## src/tcce_pkg.sv

```systemverilog
// Shared types and constants for the text console cursor engine.
// Used by the front classifier, the back sequencer and the top level.
`default_nettype none

package tcce_pkg;

  localparam int CODE_W     = 8;
  localparam int COL_W      = 8;
  localparam int ROW_W      = 7;
  localparam int COLS_W     = 9;
  localparam int ROWS_W     = 8;
  localparam int COLOR_W    = 32;
  localparam int CFG_IDX_W  = 3;
  localparam int CFG_DATA_W = 32;

  // configuration register indexes
  localparam logic [CFG_IDX_W-1:0] REG_ENABLE  = 3'd0;
  localparam logic [CFG_IDX_W-1:0] REG_COLUMNS = 3'd1;
  localparam logic [CFG_IDX_W-1:0] REG_ROWS    = 3'd2;
  localparam logic [CFG_IDX_W-1:0] REG_FORE    = 3'd3;
  localparam logic [CFG_IDX_W-1:0] REG_BACK    = 3'd4;

  // character codes
  localparam logic [CODE_W-1:0] CH_BACKSPACE = 8'h08;
  localparam logic [CODE_W-1:0] CH_TAB       = 8'h09;
  localparam logic [CODE_W-1:0] CH_NEWLINE   = 8'h0A;
  localparam logic [CODE_W-1:0] CH_RETURN    = 8'h0D;
  localparam logic [CODE_W-1:0] CH_SPACE     = 8'h20;

  typedef enum logic [2:0] {
    CMD_PRINT     = 3'd0,
    CMD_TAB       = 3'd1,
    CMD_NEWLINE   = 3'd2,
    CMD_RETURN    = 3'd3,
    CMD_BACKSPACE = 3'd4
  } cmd_kind_t;

  typedef struct packed {
    cmd_kind_t         kind;
    logic [CODE_W-1:0] code;
  } cmd_t;

  typedef enum logic [1:0] {
    ACT_DRAW   = 2'd0,
    ACT_BLANK  = 2'd1,
    ACT_SCROLL = 2'd2
  } action_t;

  typedef struct packed {
    action_t           action;
    logic [COL_W-1:0]  col;
    logic [ROW_W-1:0]  row;
    logic [CODE_W-1:0] glyph;
    logic              last;
  } res_t;

endpackage

`default_nettype wire

```

## src/tcce_front.sv

```systemverilog
// Front of the cursor engine: accepts character items, drops the ones that
// do nothing, and queues commands for the back sequencer. Uses tcce_pkg.
`default_nettype none

module tcce_front #(
  parameter int QUEUE_DEPTH = 2
) (
  input  wire                        clk,
  input  wire                        rst,
  input  wire                        enable,
  input  wire                        in_valid,
  output logic                       in_ready,
  input  wire  [tcce_pkg::CODE_W-1:0] char_code,
  output logic                       q_valid,
  input  wire                        q_ready,
  output tcce_pkg::cmd_t             q_cmd
);
  import tcce_pkg::*;

  localparam int PTR_W = (QUEUE_DEPTH > 1) ? $clog2(QUEUE_DEPTH) : 1;
  localparam int CNT_W = $clog2(QUEUE_DEPTH + 1);

  cmd_t             entries [QUEUE_DEPTH];
  logic [PTR_W-1:0] wr_ptr;
  logic [PTR_W-1:0] rd_ptr;
  logic [CNT_W-1:0] count;

  cmd_t cmd_in;
  logic keep;
  logic push;
  logic pop;

  // classify the byte; control codes without a meaning are dropped
  always_comb begin
    cmd_in.code = char_code;
    cmd_in.kind = CMD_PRINT;
    keep        = 1'b1;
    priority if (char_code == CH_NEWLINE) begin
      cmd_in.kind = CMD_NEWLINE;
    end else if (char_code == CH_RETURN) begin
      cmd_in.kind = CMD_RETURN;
    end else if (char_code == CH_TAB) begin
      cmd_in.kind = CMD_TAB;
      cmd_in.code = CH_SPACE;
    end else if (char_code == CH_BACKSPACE) begin
      cmd_in.kind = CMD_BACKSPACE;
    end else if (char_code < CH_SPACE) begin
      keep = 1'b0;
    end else begin
      cmd_in.kind = CMD_PRINT;
    end
  end

  assign in_ready = (count != CNT_W'(QUEUE_DEPTH));
  assign q_valid  = (count != '0);
  assign q_cmd    = entries[rd_ptr];
  assign push     = in_valid && in_ready && enable && keep;
  assign pop      = q_valid && q_ready;

  always_ff @(posedge clk) begin
    if (push) begin
      entries[wr_ptr] <= cmd_in;
    end
  end

  always_ff @(posedge clk) begin
    if (rst) begin
      wr_ptr <= '0;
      rd_ptr <= '0;
      count  <= '0;
    end else begin
      if (push) begin
        wr_ptr <= (wr_ptr == PTR_W'(QUEUE_DEPTH - 1)) ? '0 : wr_ptr + PTR_W'(1);
      end
      if (pop) begin
        rd_ptr <= (rd_ptr == PTR_W'(QUEUE_DEPTH - 1)) ? '0 : rd_ptr + PTR_W'(1);
      end
      if (push && !pop) begin
        count <= count + CNT_W'(1);
      end else if (pop && !push) begin
        count <= count - CNT_W'(1);
      end
    end
  end

endmodule

`default_nettype wire

```

## src/tcce_back.sv

```systemverilog
// Back of the cursor engine: holds the cursor and an output register, steps
// through each command one result per cycle while that register is free. Uses tcce_pkg.
`default_nettype none

module tcce_back #(
  parameter int TAB_STOP = 4
) (
  input  wire                         clk,
  input  wire                         rst,
  input  wire  [tcce_pkg::COLS_W-1:0] eff_cols,
  input  wire  [tcce_pkg::ROWS_W-1:0] eff_rows,
  input  wire                         q_valid,
  output logic                        q_ready,
  input  wire  tcce_pkg::cmd_t        q_cmd,
  output logic                        out_valid,
  input  wire                         out_ready,
  output tcce_pkg::res_t              res
);
  import tcce_pkg::*;

  localparam int TW = (TAB_STOP > 1) ? $clog2(TAB_STOP) : 1;

  typedef enum logic [4:0] {
    ST_IDLE    = 5'b00001,
    ST_PRE     = 5'b00010,
    ST_DRAW    = 5'b00100,
    ST_NEWLINE = 5'b01000,
    ST_BACK    = 5'b10000
  } state_t;

  state_t            st, st_next;
  logic [COL_W-1:0]  col, col_next;
  logic [ROW_W-1:0]  line, line_next;
  logic [TW-1:0]     tmod, tmod_next;
  logic [CODE_W-1:0] code, code_next;
  logic              is_tab, is_tab_next;
  logic              pre_wrapped, pre_wrapped_next;

  logic [COLS_W-1:0] col_inc;
  logic [ROWS_W-1:0] line_inc;
  logic [ROWS_W-1:0] rows_m1;
  logic              wrap;
  logic              col_past;
  logic              nl_scroll;
  logic [ROW_W-1:0]  nl_line;
  logic [TW-1:0]     tmod_inc;
  logic              more_tab;
  logic              slot_free;
  logic              want_emit;
  logic              step;
  res_t              res_new;

  assign col_inc   = {1'b0, col} + COLS_W'(1);
  assign line_inc  = {1'b0, line} + ROWS_W'(1);
  assign rows_m1   = eff_rows - ROWS_W'(1);
  assign wrap      = (col_inc >= eff_cols);
  assign col_past  = ({1'b0, col} >= eff_cols);
  assign nl_scroll = (line_inc >= eff_rows);
  assign nl_line   = nl_scroll ? rows_m1[ROW_W-1:0] : line_inc[ROW_W-1:0];
  assign tmod_inc  = (tmod == TW'(TAB_STOP - 1)) ? '0 : tmod + TW'(1);
  // tab keeps drawing until the column lands on a stop, and quits once wrapped
  assign more_tab  = is_tab && !pre_wrapped && !wrap && (tmod_inc != '0);
  assign slot_free = !out_valid || out_ready;
  assign step      = !want_emit || slot_free;
  assign q_ready   = (st == ST_IDLE);

  always_comb begin
    st_next          = st;
    col_next         = col;
    line_next        = line;
    tmod_next        = tmod;
    code_next        = code;
    is_tab_next      = is_tab;
    pre_wrapped_next = pre_wrapped;
    want_emit        = 1'b0;
    res_new.action   = ACT_SCROLL;
    res_new.col      = '0;
    res_new.row      = '0;
    res_new.glyph    = CH_SPACE;
    res_new.last     = 1'b1;

    unique case (st)
      ST_IDLE: begin
        if (q_valid) begin
          code_next        = q_cmd.code;
          is_tab_next      = (q_cmd.kind == CMD_TAB);
          pre_wrapped_next = 1'b0;
          unique case (q_cmd.kind)
            CMD_PRINT, CMD_TAB: begin
              st_next = col_past ? ST_PRE : ST_DRAW;
            end
            CMD_NEWLINE: begin
              st_next = ST_NEWLINE;
            end
            CMD_RETURN: begin
              col_next  = '0;
              tmod_next = '0;
            end
            CMD_BACKSPACE: begin
              if (col != '0) begin
                st_next = ST_BACK;
              end
            end
            default: ;
          endcase
        end
      end
      ST_PRE: begin
        // cursor sits past a shrunk right edge: new line before drawing
        want_emit    = nl_scroll;
        res_new.last = 1'b0;
        if (step) begin
          col_next         = '0;
          tmod_next        = '0;
          line_next        = nl_line;
          pre_wrapped_next = 1'b1;
          st_next          = ST_DRAW;
        end
      end
      ST_DRAW: begin
        want_emit      = 1'b1;
        res_new.action = ACT_DRAW;
        res_new.col    = col;
        res_new.row    = line;
        res_new.glyph  = code;
        res_new.last   = !(wrap && nl_scroll) && !more_tab;
        if (step) begin
          if (wrap) begin
            if (nl_scroll) begin
              st_next = ST_NEWLINE;
            end else begin
              col_next  = '0;
              tmod_next = '0;
              line_next = line_inc[ROW_W-1:0];
              st_next   = ST_IDLE;
            end
          end else begin
            col_next  = col_inc[COL_W-1:0];
            tmod_next = tmod_inc;
            st_next   = more_tab ? ST_DRAW : ST_IDLE;
          end
        end
      end
      ST_NEWLINE: begin
        want_emit = nl_scroll;
        if (step) begin
          col_next  = '0;
          tmod_next = '0;
          line_next = nl_line;
          st_next   = ST_IDLE;
        end
      end
      ST_BACK: begin
        want_emit      = 1'b1;
        res_new.action = ACT_BLANK;
        res_new.col    = col - COL_W'(1);
        res_new.row    = line;
        if (step) begin
          col_next  = col - COL_W'(1);
          tmod_next = (tmod == '0) ? TW'(TAB_STOP - 1) : tmod - TW'(1);
          st_next   = ST_IDLE;
        end
      end
      default: begin
        st_next = ST_IDLE;
      end
    endcase
  end

  always_ff @(posedge clk) begin
    if (rst) begin
      st        <= ST_IDLE;
      col       <= '0;
      line      <= '0;
      tmod      <= '0;
      out_valid <= 1'b0;
    end else begin
      st   <= st_next;
      col  <= col_next;
      line <= line_next;
      tmod <= tmod_next;
      if (want_emit && step) begin
        out_valid <= 1'b1;
      end else if (out_ready) begin
        out_valid <= 1'b0;
      end
    end
  end

  always_ff @(posedge clk) begin
    code        <= code_next;
    is_tab      <= is_tab_next;
    pre_wrapped <= pre_wrapped_next;
    if (want_emit && step) begin
      res <= res_new;
    end
  end

endmodule

`default_nettype wire

```

## src/text_console_cursor_engine_top.sv

```systemverilog
// Text console cursor engine: turns a byte stream into draw, blank and
// scroll cell operations. Top level with configuration registers; uses
// tcce_pkg, tcce_front and tcce_back.
//
// The front takes one byte per cycle into a short command queue while there
// is room, dropping bytes that do nothing. The back sequencer takes a command
// only while idle, then walks its pre-wrap, draw, newline or backspace states,
// emitting at most one cell operation in each; a return is done at the fetch.
// A stalled output register holds the sequencer, not the front. Configuration
// registers are written through their own port with no wait; the user must
// write them only between items, as the block itself does not enforce this.
`default_nettype none

module text_console_cursor_engine_top #(
  parameter int MAX_COLS    = 256,
  parameter int MAX_ROWS    = 128,
  parameter int TAB_STOP    = 4,
  parameter int QUEUE_DEPTH = 2
) (
  input  wire                             clk,
  input  wire                             rst,
  input  wire                             cfg_valid,
  output logic                            cfg_ready,
  input  wire  [tcce_pkg::CFG_IDX_W-1:0]  cfg_index,
  input  wire  [tcce_pkg::CFG_DATA_W-1:0] cfg_data,
  input  wire                             in_valid,
  output logic                            in_ready,
  input  wire  [tcce_pkg::CODE_W-1:0]     char_code,
  output logic                            out_valid,
  input  wire                             out_ready,
  output logic [1:0]                      action,
  output logic [tcce_pkg::COL_W-1:0]      cell_col,
  output logic [tcce_pkg::ROW_W-1:0]      cell_row,
  output logic [tcce_pkg::CODE_W-1:0]     glyph_code,
  output logic [tcce_pkg::COLOR_W-1:0]    cell_fore,
  output logic [tcce_pkg::COLOR_W-1:0]    cell_back,
  output logic                            last_result
);
  import tcce_pkg::*;

  logic               console_enable;
  logic [COLS_W-1:0]  column_count;
  logic [ROWS_W-1:0]  row_count;
  logic [COLOR_W-1:0] fore_color;
  logic [COLOR_W-1:0] back_color;
  logic [COLS_W-1:0]  eff_cols;
  logic [ROWS_W-1:0]  eff_rows;

  logic q_valid;
  logic q_ready;
  cmd_t q_cmd;
  res_t res;

  assign cfg_ready = 1'b1;

  always_ff @(posedge clk) begin
    if (rst) begin
      console_enable <= 1'b0;
      column_count   <= COLS_W'(80);
      row_count      <= ROWS_W'(25);
      fore_color     <= '1;
      back_color     <= '0;
    end else if (cfg_valid && cfg_ready) begin
      unique case (cfg_index)
        REG_ENABLE:  console_enable <= cfg_data[0];
        REG_COLUMNS: column_count   <= cfg_data[COLS_W-1:0];
        REG_ROWS:    row_count      <= cfg_data[ROWS_W-1:0];
        REG_FORE:    fore_color     <= cfg_data[COLOR_W-1:0];
        REG_BACK:    back_color     <= cfg_data[COLOR_W-1:0];
        default: ;
      endcase
    end
  end

  // clamp the screen size: zero acts as one, oversize acts as the maximum
  always_comb begin
    priority if (column_count == '0) begin
      eff_cols = COLS_W'(1);
    end else if (column_count > COLS_W'(MAX_COLS)) begin
      eff_cols = COLS_W'(MAX_COLS);
    end else begin
      eff_cols = column_count;
    end
    priority if (row_count == '0) begin
      eff_rows = ROWS_W'(1);
    end else if (row_count > ROWS_W'(MAX_ROWS)) begin
      eff_rows = ROWS_W'(MAX_ROWS);
    end else begin
      eff_rows = row_count;
    end
  end

  tcce_front #(
    .QUEUE_DEPTH(QUEUE_DEPTH)
  ) u_front (
    .clk       (clk),
    .rst       (rst),
    .enable    (console_enable),
    .in_valid  (in_valid),
    .in_ready  (in_ready),
    .char_code (char_code),
    .q_valid   (q_valid),
    .q_ready   (q_ready),
    .q_cmd     (q_cmd)
  );

  tcce_back #(
    .TAB_STOP(TAB_STOP)
  ) u_back (
    .clk       (clk),
    .rst       (rst),
    .eff_cols  (eff_cols),
    .eff_rows  (eff_rows),
    .q_valid   (q_valid),
    .q_ready   (q_ready),
    .q_cmd     (q_cmd),
    .out_valid (out_valid),
    .out_ready (out_ready),
    .res       (res)
  );

  // the user must not change colors while results are pending; the block does not enforce it
  assign action      = res.action;
  assign cell_col    = res.col;
  assign cell_row    = res.row;
  assign glyph_code  = res.glyph;
  assign last_result = res.last;
  assign cell_fore   = fore_color;
  assign cell_back   = back_color;

`ifndef SYNTHESIS
  a_scroll_fields: assert property (@(posedge clk) disable iff (rst)
    (out_valid && action == ACT_SCROLL) |->
      (cell_col == '0 && cell_row == '0 && glyph_code == CH_SPACE))
    else $error("scroll result with nonzero cell or glyph");

  a_blank_last: assert property (@(posedge clk) disable iff (rst)
    (out_valid && action == ACT_BLANK) |-> last_result)
    else $error("blank result not marked last");

  a_follow_up: assert property (@(posedge clk) disable iff (rst)
    (out_valid && out_ready && !last_result) |=> out_valid)
    else $error("no result follows a result not marked last");
`endif

endmodule

`default_nettype wire

```

## config.mk

```make
export PLATFORM = sky130hd
export DESIGN_NAME = text_console_cursor_engine_top
export DESIGN_NICKNAME = d
export VERILOG_FILES = /design/src/tcce_pkg.sv /design/src/tcce_front.sv /design/src/tcce_back.sv /design/src/text_console_cursor_engine_top.sv
export SDC_FILE = /design/constraint.sdc
export NUM_CORES = 1
export LEC_CHECK = 0
export ABC_AREA = 1
export BUFFER_PORTS_ARGS = -buffer_cell sky130_fd_sc_hd__buf_2
export CAP_MARGIN = 5
export CORE_UTILIZATION = 56
export CTS_BUF_LIST = sky130_fd_sc_hd__clkbuf_16
export DETAILED_ROUTE_END_ITERATION = 6
export HOLD_SLACK_MARGIN = 0.08
export PLACE_DENSITY = 0.85
export SETUP_SLACK_MARGIN = 0.02
export SYNTH_ARGS = -nofsm -noshare
export SYNTH_HDL_FRONTEND = slang
export SYNTH_SLANG_ARGS = --single-unit
```

## constraint.sdc

```tcl
create_clock -name clk -period 5.09 [get_ports clk]
set_input_delay 1.527 -clock clk [delete_from_list [all_inputs] [get_ports clk]]
set_output_delay 1.527 -clock clk [all_outputs]
set_load 0.05 [all_outputs]
```

# Word-level counts from Yosys, hierarchy flattened
# Memory sizes are Yosys's and may differ from the RTL's. A register that Yosys moved wholly into a read port is not among the register bits.
# Index checks and enable logic that the tools add are counted.
# totals
ff_bits	145
mem_bits_rw	22
input_bits	48
output_inout_bits	93
word_cells	185
memories	1
# mem_list
memory	words	word_bits	read_ports	rd_clocked_by_memory_dff	wr	line	rtl
u_front.entries	2	11	1	1	1	tcce_front.sv:23	cmd_t entries [QUEUE_DEPTH];
# op_classes
addsub	10
order_cmp	6
eq_ne	31
muxes	67
reduce_logical	49
# op_table
op	count
$mux 8	12
$mux 7	5
$pmux 17 s2	1
$eq 8x4->1 const B	4
$pmux 8 s4	1
$mux 5	6
$mux 2	11
$pmux 5 s4	1
$mux 3	6
$mux 9	2
$ne 2x1->1 const B	8
$mux 1	15
$pmux 5 s3	1
$pmux 7 s2	1
$eq 3x2->1 const B	4
$logic_and 1x1->1	12
$reduce_and 2->1	6
$reduce_bool 2->1	6
$add 8x1->9 const B	1
$ge 8x9->1	1
$ge 9x9->1	1
$gt 9x9->1 const B	1
$logic_not 9->1	1
$add 7x1->8 const B	1
35 further kinds	55

# Longest topological paths before layout
# Gate-level depths: netlist of run 1.
# logic_depth
ltp_word	11
mapped_depth	21
depth_no_buf	21

# Hierarchy
# From an unflattened synthesis of run 1, not the netlist that was laid out.
# unflattened
hier_cells	1072
area_unflattened_um2	8413.1
# modules_own_cells
module	n_inst	cells_each	area_per_inst_um2	seq_area_each_um2
tcce_back	1	519	3981.3	1541.5
text_console_cursor_engine_top	1	449	3218.1	1641.6
tcce_front	1	104	1213.7	760.7

# Worst setup path before layout of run 1
# Ideal clock, no wire load.
# synth_timing
kind	reg-to-reg
startpoint	reg u_back.line[0]
endpoint	reg u_back.res[0] (netlist name)
setup_time_ns	0.418
arrival_ns	3.253
t_required_ns	4.672
slack_ns	1.419
stages_incl_launch_ff	14
path_buffers	1
synth_period_minus_slack_ns	3.671
cell_sequence	dfxtp_1 inv_1 nor3_1 nand4_1 nand2_1 inv_1 ha_1 nand2_1 nor2_1 nand4_1 nand3_1 nand2_1 clkbuf_1 a21oi_1
# synth_between
elab_chain_cells	6
# synth_rtl
element	line	rtl
from (decl)	tcce_back.sv:33	logic [ROW_W-1:0] line, line_next;
from (signal assigned)	tcce_back.sv:180	line <= line_next;
$add 7x1->8 *	tcce_back.sv:54	assign line_inc = {1'b0, line} + ROWS_W'(1);
$ge 8x8->1 *	tcce_back.sv:58	assign nl_scroll = (line_inc >= eff_rows);
$pmux 1 s2 *	tcce_back.sv:82	unique case (st)
$logic_not 1->1	tcce_back.sv:64	assign step = !want_emit || slot_free;
$logic_or 1x1->1	tcce_back.sv:64	
$logic_and 1x1->1 *	tcce_back.sv:194	if (want_emit && step) begin
# Mark *: on every way between the ends. The rest lies on a longest branch, timed or not.
# A chain may end at the register's enable or synchronous reset.

# Worst setup path after layout of run 1
# layout_timing
startpoint	in char_code[6] (netlist name)
endpoint	mem u_front.entries[1][8] (netlist name) (enable)
# layout_between
elab_chain_cells	9
elab_cells_between_ends	13
classes_between	order compare (1); eq/ne (4); mux (7); reduce/logical (1)
# layout_rtl
element	line	rtl
from (decl)	text_console_cursor_engine_top.sv:28	input wire [tcce_pkg::CODE_W-1:0] char_code,
$lt 8x6->1	tcce_front.sv:47	end else if (char_code < CH_SPACE) begin
$mux 1	tcce_front.sv:47	
$mux 1	tcce_front.sv:45	end else if (char_code == CH_BACKSPACE) begin
$mux 1	tcce_front.sv:42	end else if (char_code == CH_TAB) begin
$mux 1	tcce_front.sv:40	end else if (char_code == CH_RETURN) begin
$mux 1 *	tcce_front.sv:38	priority if (char_code == CH_NEWLINE) begin
$logic_and 1x1->1 *	tcce_front.sv:57	assign push = in_valid && in_ready && enable && keep;
$mux 1 *	tcce_front.sv:61	if (push) begin
$mux 1 (implied by the code) *	tcce_front.sv:62	entries[wr_ptr] <= cmd_in;
to (decl)	tcce_front.sv:23	
# Marks and branches as above.

==> results of run 1 <==
flip-flops by register name, indices dropped and copies added, names as in the netlist, named ones only:
signal              count
u_back.is_tab           1
cell_fore              32
u_back.code             8
u_back.pre_wrapped      1
u_front.count           2
u_back.col              8
u_front.rd_ptr          1
u_back.st               5
console_enable          1
u_front.wr_ptr          1
u_back.line             7
cell_back              32
u_back.tmod             2
row_count               8
u_back.out_valid        1
u_front.entries        22
column_count            9
u_back.res             26
synthesized netlist by cell type (16+ instances only):
cell and n:
a21oi_1 39, inv_1 77, ha_1 33, edfxtp_1 58, o21ai_0 83, clkbuf_1 31
nor3_1 16, dfxtp_1 110, nor2_1 168, nand2_1 189, nand3_1 60
how the worst max path moves through the flow:
stage                   startpoint               endpoint  slack [ns]  depth (start not counted)
floorplan           u_back.line[0]          u_back.res[0]        1.42                         13
global placement      char_code[6]  u_front.entries[1][6]        1.25                          8
detailed placement    char_code[6]  u_front.entries[1][6]        1.12                          8
CTS                   char_code[6]  u_front.entries[1][1]        1.58                          8
global route        u_back.line[0]         u_back.line[0]        1.28                         18
finish                char_code[6]  u_front.entries[1][8]        1.57                          8
logic make-up (layout without fill, tap and decap cells):
group / after synthesis / count (layout) / share of synthesized area (%)
adder cells (fa/ha/maj): 33 / 33 / 5.27
AO/OA/AOI/OAI: 142 / 142 / 9.65
multiplexers: 8 / 8 / 1.15
AND/OR/NAND/NOR: 470 / 470 / 25.8
buffers and inverters: 124 / 261 / 6.36
XOR/XNOR: 12 / 12 / 1.34
other: 1 / 1 / 0.0479
flip-flops: 168 / 168 / 50.4
placed cells by master (no fill, tap or decap), types with 6 or more instances in the layout:
master	n
o21ai_2	6
nor3_1	14
inv_1	77
o21ai_0	83
xor2_1	11
dfxtp_1	110
nand2_1	189
inv_2	8
edfxtp_1	58
nor2_1	168
clkbuf_16	17
nand4_1	11
ha_1	33
nand3_1	60
a21oi_1	38
buf_2	139
mux2_2	8
per-layer routing:
metal,up-vias,global-route usage [%]
met1,3054,32.8
met3,48,6.98
li1,3391,-
met2,268,43.1
met4,0,10.2
met5,-,0
power by group:
part / internal (W) / leakage (nW) / switching, W
Clock: 0.000635 / 0.273 / 0.000564
Sequential: 0.00152 / 1.42 / 0.0000811
Combinational: 0.000269 / 2.57 / 0.000609
Total: 0.00242 / 4.27 / 0.00125
layout make-up:
type                    instances  area share (%)
flip-flops and latches        168            43.0
multi-input cells             666            37.1
repair buffers                144            8.00
clock buffers                  17            4.64
inverters                      85            3.48
well taps                     176            2.40
clock inverters                15            1.32
per-stage QoR:
step	instance area (µm²)	setup WS, ns	instances	total power (W)
2_1_floorplan	7830	1.42	958	0.00229
3_3_place_gp	8620	1.25	1239	0.00245
3_5_place_dp	8620	1.12	1239	0.00249
4_1_cts	9170	1.58	1271	0.00368
5_1_grt	9170	1.28	1271	0.00385
6_report	9170	1.57	1271	0.00367
tightest hold or removal path: stages, from the launching register on:
cell     delay [ns]
dfxtp_1        0.33
nand2_1        0.05
nand3_1        0.05
==> results.sh, run 1 <==
export IMPL_die_w_um=120
export IMPL_hold_depth=2
export IMPL_row_count=42
export IMPL_grt_max_degree=52
export IMPL_dr_pass1_iters=7
export IMPL_p_leak_nw=4.27
export IMPL_wl_met3_um=1300
export IMPL_nNetsFinal=1163
export IMPL_io_buffer_count=139
export IMPL_syn_nets=1039
export IMPL_hold_buffers=0
export IMPL_worst_r2r_startpoint="u_back.line[0]"
export IMPL_holdWs_ns=0.454
export IMPL_drt_wl_total_um=18200
export IMPL_drt_initial_drc_count=531
export IMPL_critPathRequiredTime_ns=5.14
export IMPL_avgRoutedWirePerCell_um=14.3
export IMPL_clk_pin_slew_ns=0.07
export IMPL_hp_class="flip-flop to flip-flop"
export IMPL_worst_slew_pin_slew_ns=1.03
export IMPL_regToRegEndpoint="u_back.res[24]"
export IMPL_reg2reg_slack_ns=1.63
export IMPL_top_layer_used="met4"
export IMPL_drive_gt1_share_pct=20.3
export IMPL_clock_latency_ns=0.43
export IMPL_met1_length_um=7740
export IMPL_numClockSinks=168
export IMPL_io_pins=141
export IMPL_holdPathEnd="cell_fore[16]"
export IMPL_pwr_density_cell_nw_per_um2=401
export IMPL_avgSynthCellArea_um2=8.17
export IMPL_status="completed"
export IMPL_start_util_pct=58.2
export IMPL_skew_ns=0.00797
export IMPL_hold_violations=0
export IMPL_ys_flop_type="dfxtp_1"
export IMPL_hp_start="cell_fore[16]"
export IMPL_seqCellArea_um2=3940
export IMPL_postCtsSetupBuffers=0
export IMPL_overflow=0
export IMPL_numCtsBuffers=17
export IMPL_ys_async_sr_fraction_pct=0
export IMPL_clk_path_buf_depth=2
export IMPL_synthDistinctLibCells=44
export IMPL_die_area_um2=14500
export IMPL_netlist_top_cell_by_area="dfxtp_1"
export IMPL_crit_path_top_delay_cell="nor2_1"
export IMPL_cp_cell_sequence="buf_2 > nor3_1 > nand2_1 > nor3b_2 > nor2_1 > nand3_1 > nand4_1 > nor2_1"
export IMPL_cap_violations=0
export IMPL_max_slew_margin_rel_pct=31.0
export IMPL_grt_pass1_vias=6340
export IMPL_cts_tree="done"
export IMPL_final_min_clock_period_ns=3.52
export IMPL_antenna_found_initial=0
export IMPL_fmax_ghz=0.284
export IMPL_hpwl_um=12900
export IMPL_end_kind="flip-flop"
export IMPL_synth_edf_count=58
export IMPL_drc=0
export IMPL_ys_warnings_count=0
export IMPL_antenna_cells=0
export IMPL_htreeDepth=4
export IMPL_fillers=1104
export IMPL_root_buffer="clkbuf_16"
export IMPL_start_kind="input port"
export IMPL_postCtsResizedCells=0
export IMPL_synthTopCellsByArea="dfxtp_1, edfxtp_1, nand2_1"
export IMPL_ys_seq_elements=168
export IMPL_area_growth_pct=17.0
export IMPL_path_max_fanout=12
export IMPL_core_um2=13500
export IMPL_rsz0062_at_grt="no"
export IMPL_setup_viol=0
export IMPL_period_share_pct=69.1
export IMPL_wl_met2_um=8740
export IMPL_final_util_pct=68.1
export IMPL_crit_top_cell="nor2_1"
export IMPL_synth_top_area_share_pct=28.1
export IMPL_multiInputGateArea_um2=3400
export IMPL_slew_viol_final=0
export IMPL_fin_tns_setup_ns=0
export IMPL_critPathBufInv=1
export IMPL_arrival_ns=3.57
export IMPL_grt_pass1_wl_um=29800
export IMPL_grtUsageTotal_pct=26.2
export IMPL_cpPeakStageDelay_ns=0.81
export IMPL_num_vias=6761
export IMPL_irDropWorstVdd_mv=0.252
export IMPL_critPathTopFamily="simple AND/OR/NAND/NOR gates"
export IMPL_drt_antenna_violating_nets=0
export IMPL_avgViaCountPerCell=5.32
export IMPL_syn_area_um2=7830
export IMPL_fp_dieH_um=120
export IMPL_synthCells=958
export IMPL_r2r_cells=13
export IMPL_yosysSeqAreaShare_pct=50.4
export IMPL_gp_congestion=0.894
export IMPL_crit_type="input port to flip-flop"
No activity file was read; power rests on OpenSTA's default activity.
==> run 2: changes to the inputs <==
--- a/config.mk
+++ b/config.mk
@@ -5,7 +5,7 @@
 export SDC_FILE = /design/constraint.sdc
 export NUM_CORES = 1
 export LEC_CHECK = 0
-export ABC_AREA = 1
+export ABC_AREA = 0
 export BUFFER_PORTS_ARGS = -buffer_cell sky130_fd_sc_hd__buf_2
 export CAP_MARGIN = 5
 export CORE_UTILIZATION = 56
==> constraint.sdc (replaced) <==
create_clock -name clk -period 3.3 [get_ports clk]
set_input_delay 0.99 -clock clk [delete_from_list [all_inputs] [get_ports clk]]
set_output_delay 0.99 -clock clk [all_outputs]
set_load 0.05 [all_outputs]
==> results.sh, run 2 <==
export IMPL_status="completed"
export IMPL_drt_antenna_violating_nets=0
export IMPL_synth_top_area_share_pct=27.9
export IMPL_hp_class="flip-flop to flip-flop"
export IMPL_numCtsBuffers=17
export IMPL_path_max_fanout=11
export IMPL_hold_violations=0
export IMPL_synthCells=865
export IMPL_end_kind="flip-flop"
export IMPL_regToRegEndpoint="u_back.line[6]"
export IMPL_critPathRequiredTime_ns=3.57
export IMPL_drive_gt1_share_pct=22.2
export IMPL_worst_slew_pin_slew_ns=0.928
export IMPL_syn_nets=946
export IMPL_finalNonFillerCells=1181
export IMPL_worst_r2r_startpoint="row_count[3]"
export IMPL_num_vias=6692
export IMPL_area_growth_pct=19.4
export IMPL_numClockSinks=168
export IMPL_synthTopCellsByArea="dfxtp_1, edfxtp_1, nand2_1"
export IMPL_clock_latency_ns=0.43
export IMPL_holdPathEnd="cell_back[19]"
export IMPL_slew_viol_final=0
export IMPL_ys_warnings_count=0
export IMPL_ys_seq_elements=168
export IMPL_cap_violations=0
export IMPL_irDropWorstVdd_mv=0.583
export IMPL_switchingPower_w=0.00165
export IMPL_drt_initial_drc_count=549
export IMPL_grt_max_degree=68
export IMPL_overflow=0
export IMPL_period_share_pct=94.0
export IMPL_cts_tree="done"
export IMPL_final_min_clock_period_ns=3.10
export IMPL_pwr_density_cell_nw_per_um2=561
export IMPL_start_kind="flip-flop"
export IMPL_skew_ns=0.00827
export IMPL_row_count=43
export IMPL_io_pins=141
export IMPL_comb_power_share_pct=16.9
export IMPL_yosysSeqAreaShare_pct=50.0
export IMPL_hp_start="cell_back[19]"
export IMPL_mostFrequentLayoutCell="nand2_1"
export IMPL_grt_pass1_vias=6431
export IMPL_clk_path_buf_depth=2
export IMPL_ys_flop_type="dfxtp_1"
export IMPL_die_area_um2=14600
export IMPL_r2r_cells=13
export IMPL_synthDistinctLibCells=67
export IMPL_p_total_w=0.00529
export IMPL_antenna_cells=0
export IMPL_mostFrequentLayoutCells="nand2_1, buf_2, dfxtp_1"
export IMPL_max_slew_margin_rel_pct=38.1
export IMPL_avgViaCountPerCell=5.67
export IMPL_placed_area_um2=8790
export IMPL_htreeDepth=4
export IMPL_avgRoutedWirePerCell_um=15.9
export IMPL_crit_type="flip-flop to flip-flop"
export IMPL_synth_edf_count=58
export IMPL_postLayoutCellArea_um2=9430
export IMPL_p_seq_share_pct=45.5
export IMPL_io_buffer_count=139
export IMPL_final_util_pct=68.2
export IMPL_start_util_pct=57.1
export IMPL_p_leak_nw=3.90
export IMPL_dp_cells=1148
export IMPL_swShare_pct=31.1
export IMPL_fin_tns_setup_ns=0
export IMPL_avgSynthCellArea_um2=9.12
export IMPL_setup_viol=0
export IMPL_hpwl_um=13100
export IMPL_reg2reg_slack_ns=0.20
export IMPL_internal_power_w=0.00364
export IMPL_netlist_top_cell_by_area="dfxtp_1"
export IMPL_dr_pass1_iters=5
export IMPL_gp_congestion=0.891
export IMPL_p_clk_share_pct=37.6
export IMPL_grt_pass1_wl_um=30700
export IMPL_fmax_ghz=0.322
export IMPL_syn_area_um2=7890
export IMPL_synthMostInstantiatedCell="nand2_1"
export IMPL_arrival_ns=3.38
export IMPL_fillers=1076
export IMPL_hold_depth=2
export IMPL_nNetsFinal=1069
export IMPL_fp_dieH_um=121
export IMPL_drt_wl_total_um=18800
export IMPL_clk_pin_slew_ns=0.07
export IMPL_drc=0
export IMPL_antenna_found_initial=0
export IMPL_root_buffer="clkbuf_16"
export IMPL_die_w_um=121
export IMPL_core_um2=13800
export IMPL_rsz0062_at_grt="no"
export IMPL_netlist_top_cells_count="nand2_1, dfxtp_1, a21oi_1"
export IMPL_ys_async_sr_fraction_pct=0
export IMPL_grtUsageTotal_pct=26.7
## run 2: cell types whose count changed in the layout (fill, tap and decap cells not counted), sizes merged, moves of 11 or more
cell	delta
xnor2	+13
nor2	-124
a21oi	+29
inv	-67
buf	+16
nand3b	+38
nand2b	+11
o21ai	-72
nand3	-38
## run 2: cells by family (layout without fill, tap and decap cells)
| logic type | count (synthesis) | after routing | share of synthesized area [%] |
|---|---|---|---|
| AOI/OAI and AO/OA | 153 | 153 | 12.1 |
| adders and majority gates | 33 | 33 | 5.23 |
| xor gates and xnor gates | 25 | 25 | 2.77 |
| buffers and inverters | 73 | 209 | 3.61 |
| and+or+nand+nor | 395 | 395 | 24.0 |
| muxes | 17 | 17 | 2.31 |
| other | 1 | 1 | 0.0475 |
| DFF | 168 | 168 | 50.0 |
## run 2: layer usage
metal	GRT usage, %	wire length, µm	vias to the layer above
met2	44.5	9040	278
met3	8.07	1460	37
met1	32.6	7950	3130
li1	-	-	3247
met5	0	0	-
met4	9.26	343	0
## run 2: worst max path at each step
stage                        start              to  cells past startpoint
global route        u_back.line[1]  u_back.line[0]                     12
global placement    u_back.line[0]  u_back.line[0]                     12
floorplan             row_count[3]   u_back.res[0]                     11
detailed placement  u_back.line[0]  u_back.line[0]                     12
finish                row_count[3]  u_back.line[6]                     13
CTS                 u_back.line[0]  u_back.line[0]                     12
## run 2: layout make-up
class / count / area, µm² / share of cell area (%)
well taps: 180 / 225 / 2.39
flip-flops and latches: 168 / 3950 / 41.9
inverters: 17 / 63.8 / 0.677
multi-input cells: 624 / 3700 / 39.3
clock buffers: 17 / 425 / 4.51
clock inverters: 15 / 170 / 1.81
repair buffers: 160 / 891 / 9.45
## run 2: metrics by stage
step                setup slack [ns]  hold slack, ns
finish                         0.198           0.453
global route                 0.00214           0.469
CTS                           0.0233           0.455
detailed placement            0.0583           0.444
global placement               0.142           0.438
floorplan                      0.121           0.432
## run 2: what timing repair did
item,in CTS,in global routing
resized for setup,0,9
hold buffers,0,0
setup buffers,0,1
endpoints found under the setup margin,0,18
## run 2: critical path: stages, from the launching register on
cell and delay, ns:
dfxtp_1 0.36, or4_4 0.53, nor3_1 0.16, o21ai_1 0.11, inv_1 0.08, ha_1 0.21
nand2b_1 0.17, a21oi_2 0.21, o31ai_4 0.12, nand2b_4 0.18, a211o_4 0.37, buf_12 0.15
a211oi_1 0.23, a211oi_1 0.07
## run 2: power by group through the flow
stage               registers, W  logic [W]  clock network [W]
finish                   0.00240   0.000894            0.00199
global placement         0.00244   0.000849                  0
global route             0.00242   0.000977            0.00207
floorplan                0.00254   0.000535                  0
CTS                      0.00240   0.000882            0.00201
detailed placement       0.00245   0.000872                  0
==> run 3: changes to the inputs <==
--- a/config.mk
+++ b/config.mk
@@ -12,7 +12,7 @@
 export CTS_BUF_LIST = sky130_fd_sc_hd__clkbuf_16
 export DETAILED_ROUTE_END_ITERATION = 6
 export HOLD_SLACK_MARGIN = 0.08
-export PLACE_DENSITY = 0.85
+export PLACE_DENSITY = 0.83
 export SETUP_SLACK_MARGIN = 0.02
 export SYNTH_ARGS = -nofsm -noshare
 export SYNTH_HDL_FRONTEND = slang
==> results.sh, run 3 (synthesized netlist as in run 2, its figures left out) <==
export IMPL_fin_tns_setup_ns=0
export IMPL_worst_r2r_startpoint="row_count[2]"
export IMPL_dr_pass1_iters=5
export IMPL_die_area_um2=14600
export IMPL_mostFrequentLayoutCell="nand2_1"
export IMPL_grt_pass1_vias=6400
export IMPL_die_w_um=121
export IMPL_path_max_fanout=9
export IMPL_hp_class="flip-flop to flip-flop"
export IMPL_htreeDepth=4
export IMPL_numClockSinks=168
export IMPL_io_buffer_count=139
export IMPL_drc=0
export IMPL_clk_path_buf_depth=2
export IMPL_cp_endpoint="u_back.line[0]"
export IMPL_fp_dieH_um=121
export IMPL_root_buffer="clkbuf_16"
export IMPL_fmax_ghz=0.318
export IMPL_drive_gt1_share_pct=22.3
export IMPL_drt_antenna_violating_nets=0
export IMPL_slew_viol_final=0
export IMPL_final_min_clock_period_ns=3.15
export IMPL_end_kind="flip-flop"
export IMPL_antenna_found_initial=0
export IMPL_grt_pass1_wl_um=30100
export IMPL_setup_viol=0
export IMPL_start_kind="flip-flop"
export IMPL_gp_congestion=0.912
export IMPL_reg2reg_slack_ns=0.15
export IMPL_start_util_pct=57.1
export IMPL_antenna_cells=0
export IMPL_critPathRequiredTime_ns=3.64
export IMPL_row_count=43
export IMPL_clk_pin_slew_ns=0.07
export IMPL_avgViaCountPerCell=5.59
export IMPL_period_share_pct=95.4
export IMPL_status="completed"
export IMPL_worst_slew_pin_slew_ns=0.884
export IMPL_nNetsFinal=1074
export IMPL_cap_violations=0
export IMPL_crit_type="flip-flop to flip-flop"
export IMPL_final_setup_worst_slack_ns=0.151
export IMPL_crit_start="row_count[2]"
export IMPL_mostFrequentLayoutCells="nand2_1, buf_2, dfxtp_1"
export IMPL_overflow=0
export IMPL_cts_tree="done"
export IMPL_holdWs_ns=0.451
export IMPL_core_um2=13800
export IMPL_regToRegEndpoint="u_back.line[0]"
export IMPL_max_slew_margin_rel_pct=41.1
export IMPL_drt_wl_total_um=18200
export IMPL_drt_initial_drc_count=564
export IMPL_pwr_density_cell_nw_per_um2=553
export IMPL_irDropWorstVdd_mv=0.378
export IMPL_multiInputGateArea_um2=3700
export IMPL_num_vias=6624
export IMPL_avgRoutedWirePerCell_um=15.4
export IMPL_io_pins=141
export IMPL_p_leak_nw=3.93
export IMPL_seqCellArea_um2=3940
export IMPL_clock_latency_ns=0.43
export IMPL_hold_violations=0
export IMPL_grt_max_degree=68
export IMPL_dpl_worst_slack_ns=0.113
export IMPL_arrival_ns=3.49
export IMPL_hpwl_um=12500
export IMPL_r2r_cells=12
export IMPL_grtUsageTotal_pct=25.9
export IMPL_numCtsBuffers=17
export IMPL_area_growth_pct=19.5
export IMPL_fillers=1030
export IMPL_skew_ns=0.00888
[run 3: cell count changes in the layout (fill, tap and decap cells not counted), sizes merged]
| cell | change |
|---|---|
| buf | +5 |
| clkinv | +2 |
| clkinvlp | -1 |
| inv | -1 |
[run 3: area by class of cell]
cell class / instances / share of cell area [%]
clock inverters: 15 / 1.63
inverters: 17 / 0.676
clock buffers: 17 / 4.51
multi-input cells: 624 / 39.3
flip-flops and latches: 168 / 41.8
well taps: 180 / 2.39
repair buffers: 165 / 9.71
[run 3: how the worst min path moves through the flow]
| stage | start | to | slack (ns) | cells after the start |
|---|---|---|---|---|
| after floorplan | console_enable | console_enable | 0.43 | 2 |
| after global placement | cell_back[11] | cell_back[11] | 0.44 | 2 |
| after detailed placement | cell_back[11] | cell_back[11] | 0.44 | 2 |
| after CTS | cell_back[11] | cell_back[11] | 0.45 | 2 |
| after global routing | cell_back[24] | cell_back[24] | 0.47 | 2 |
| final | cell_back[11] | cell_back[11] | 0.45 | 2 |
[run 3: power breakdown]
group	leakage (nW)	internal [W]	switching (W)	total, W
clock network	0.286	0.00101	0.000911	0.00192
registers	1.40	0.00230	0.0000931	0.00240
logic	2.23	0.000307	0.000590	0.000898
total	3.93	0.00362	0.00159	0.00521
[run 3: what timing repair did]
| action | 4_1_cts | 5_1_grt |
|---|---|---|
| gates resized for setup | 0 | 5 |
| buffers inserted | 0 | 2 |
| setup endpoints to repair | 0 | 6 |
| hold buffers | 0 | 0 |
[run 3: stage by stage]
step | std cells | utilization [%] | total power (W) | instance area (µm²)
floorplan | 865 | - | 0.00308 | 7910
global route | 1186 | 68.2 | 0.00542 | 9430
CTS | 1184 | 67.9 | 0.00522 | 9400
global placement | 1152 | 63.8 | 0.00329 | 8820
detailed placement | 1152 | 63.8 | 0.00330 | 8820
finish | 1186 | 68.2 | 0.00521 | 9430
[run 3: critical path: stages (launching register included)]
cell and delay [ns]:
dfxtp_1 0.33, or4_1 0.59, nor3_2 0.14, o21ai_0 0.13, inv_1 0.11, ha_1 0.24, nand2b_1 0.19, a21oi_2 0.19
o31ai_4 0.11, nand2b_4 0.18, a211o_4 0.38, or3b_1 0.37, a31oi_1 0.13
[run 3: layer usage]
metal / track usage, % / routed length (µm)
met3: 7.59 / 1410
met4: 9.18 / 279
met1: 32.3 / 7820
met5: 0 / 0
met2: 42.7 / 8730
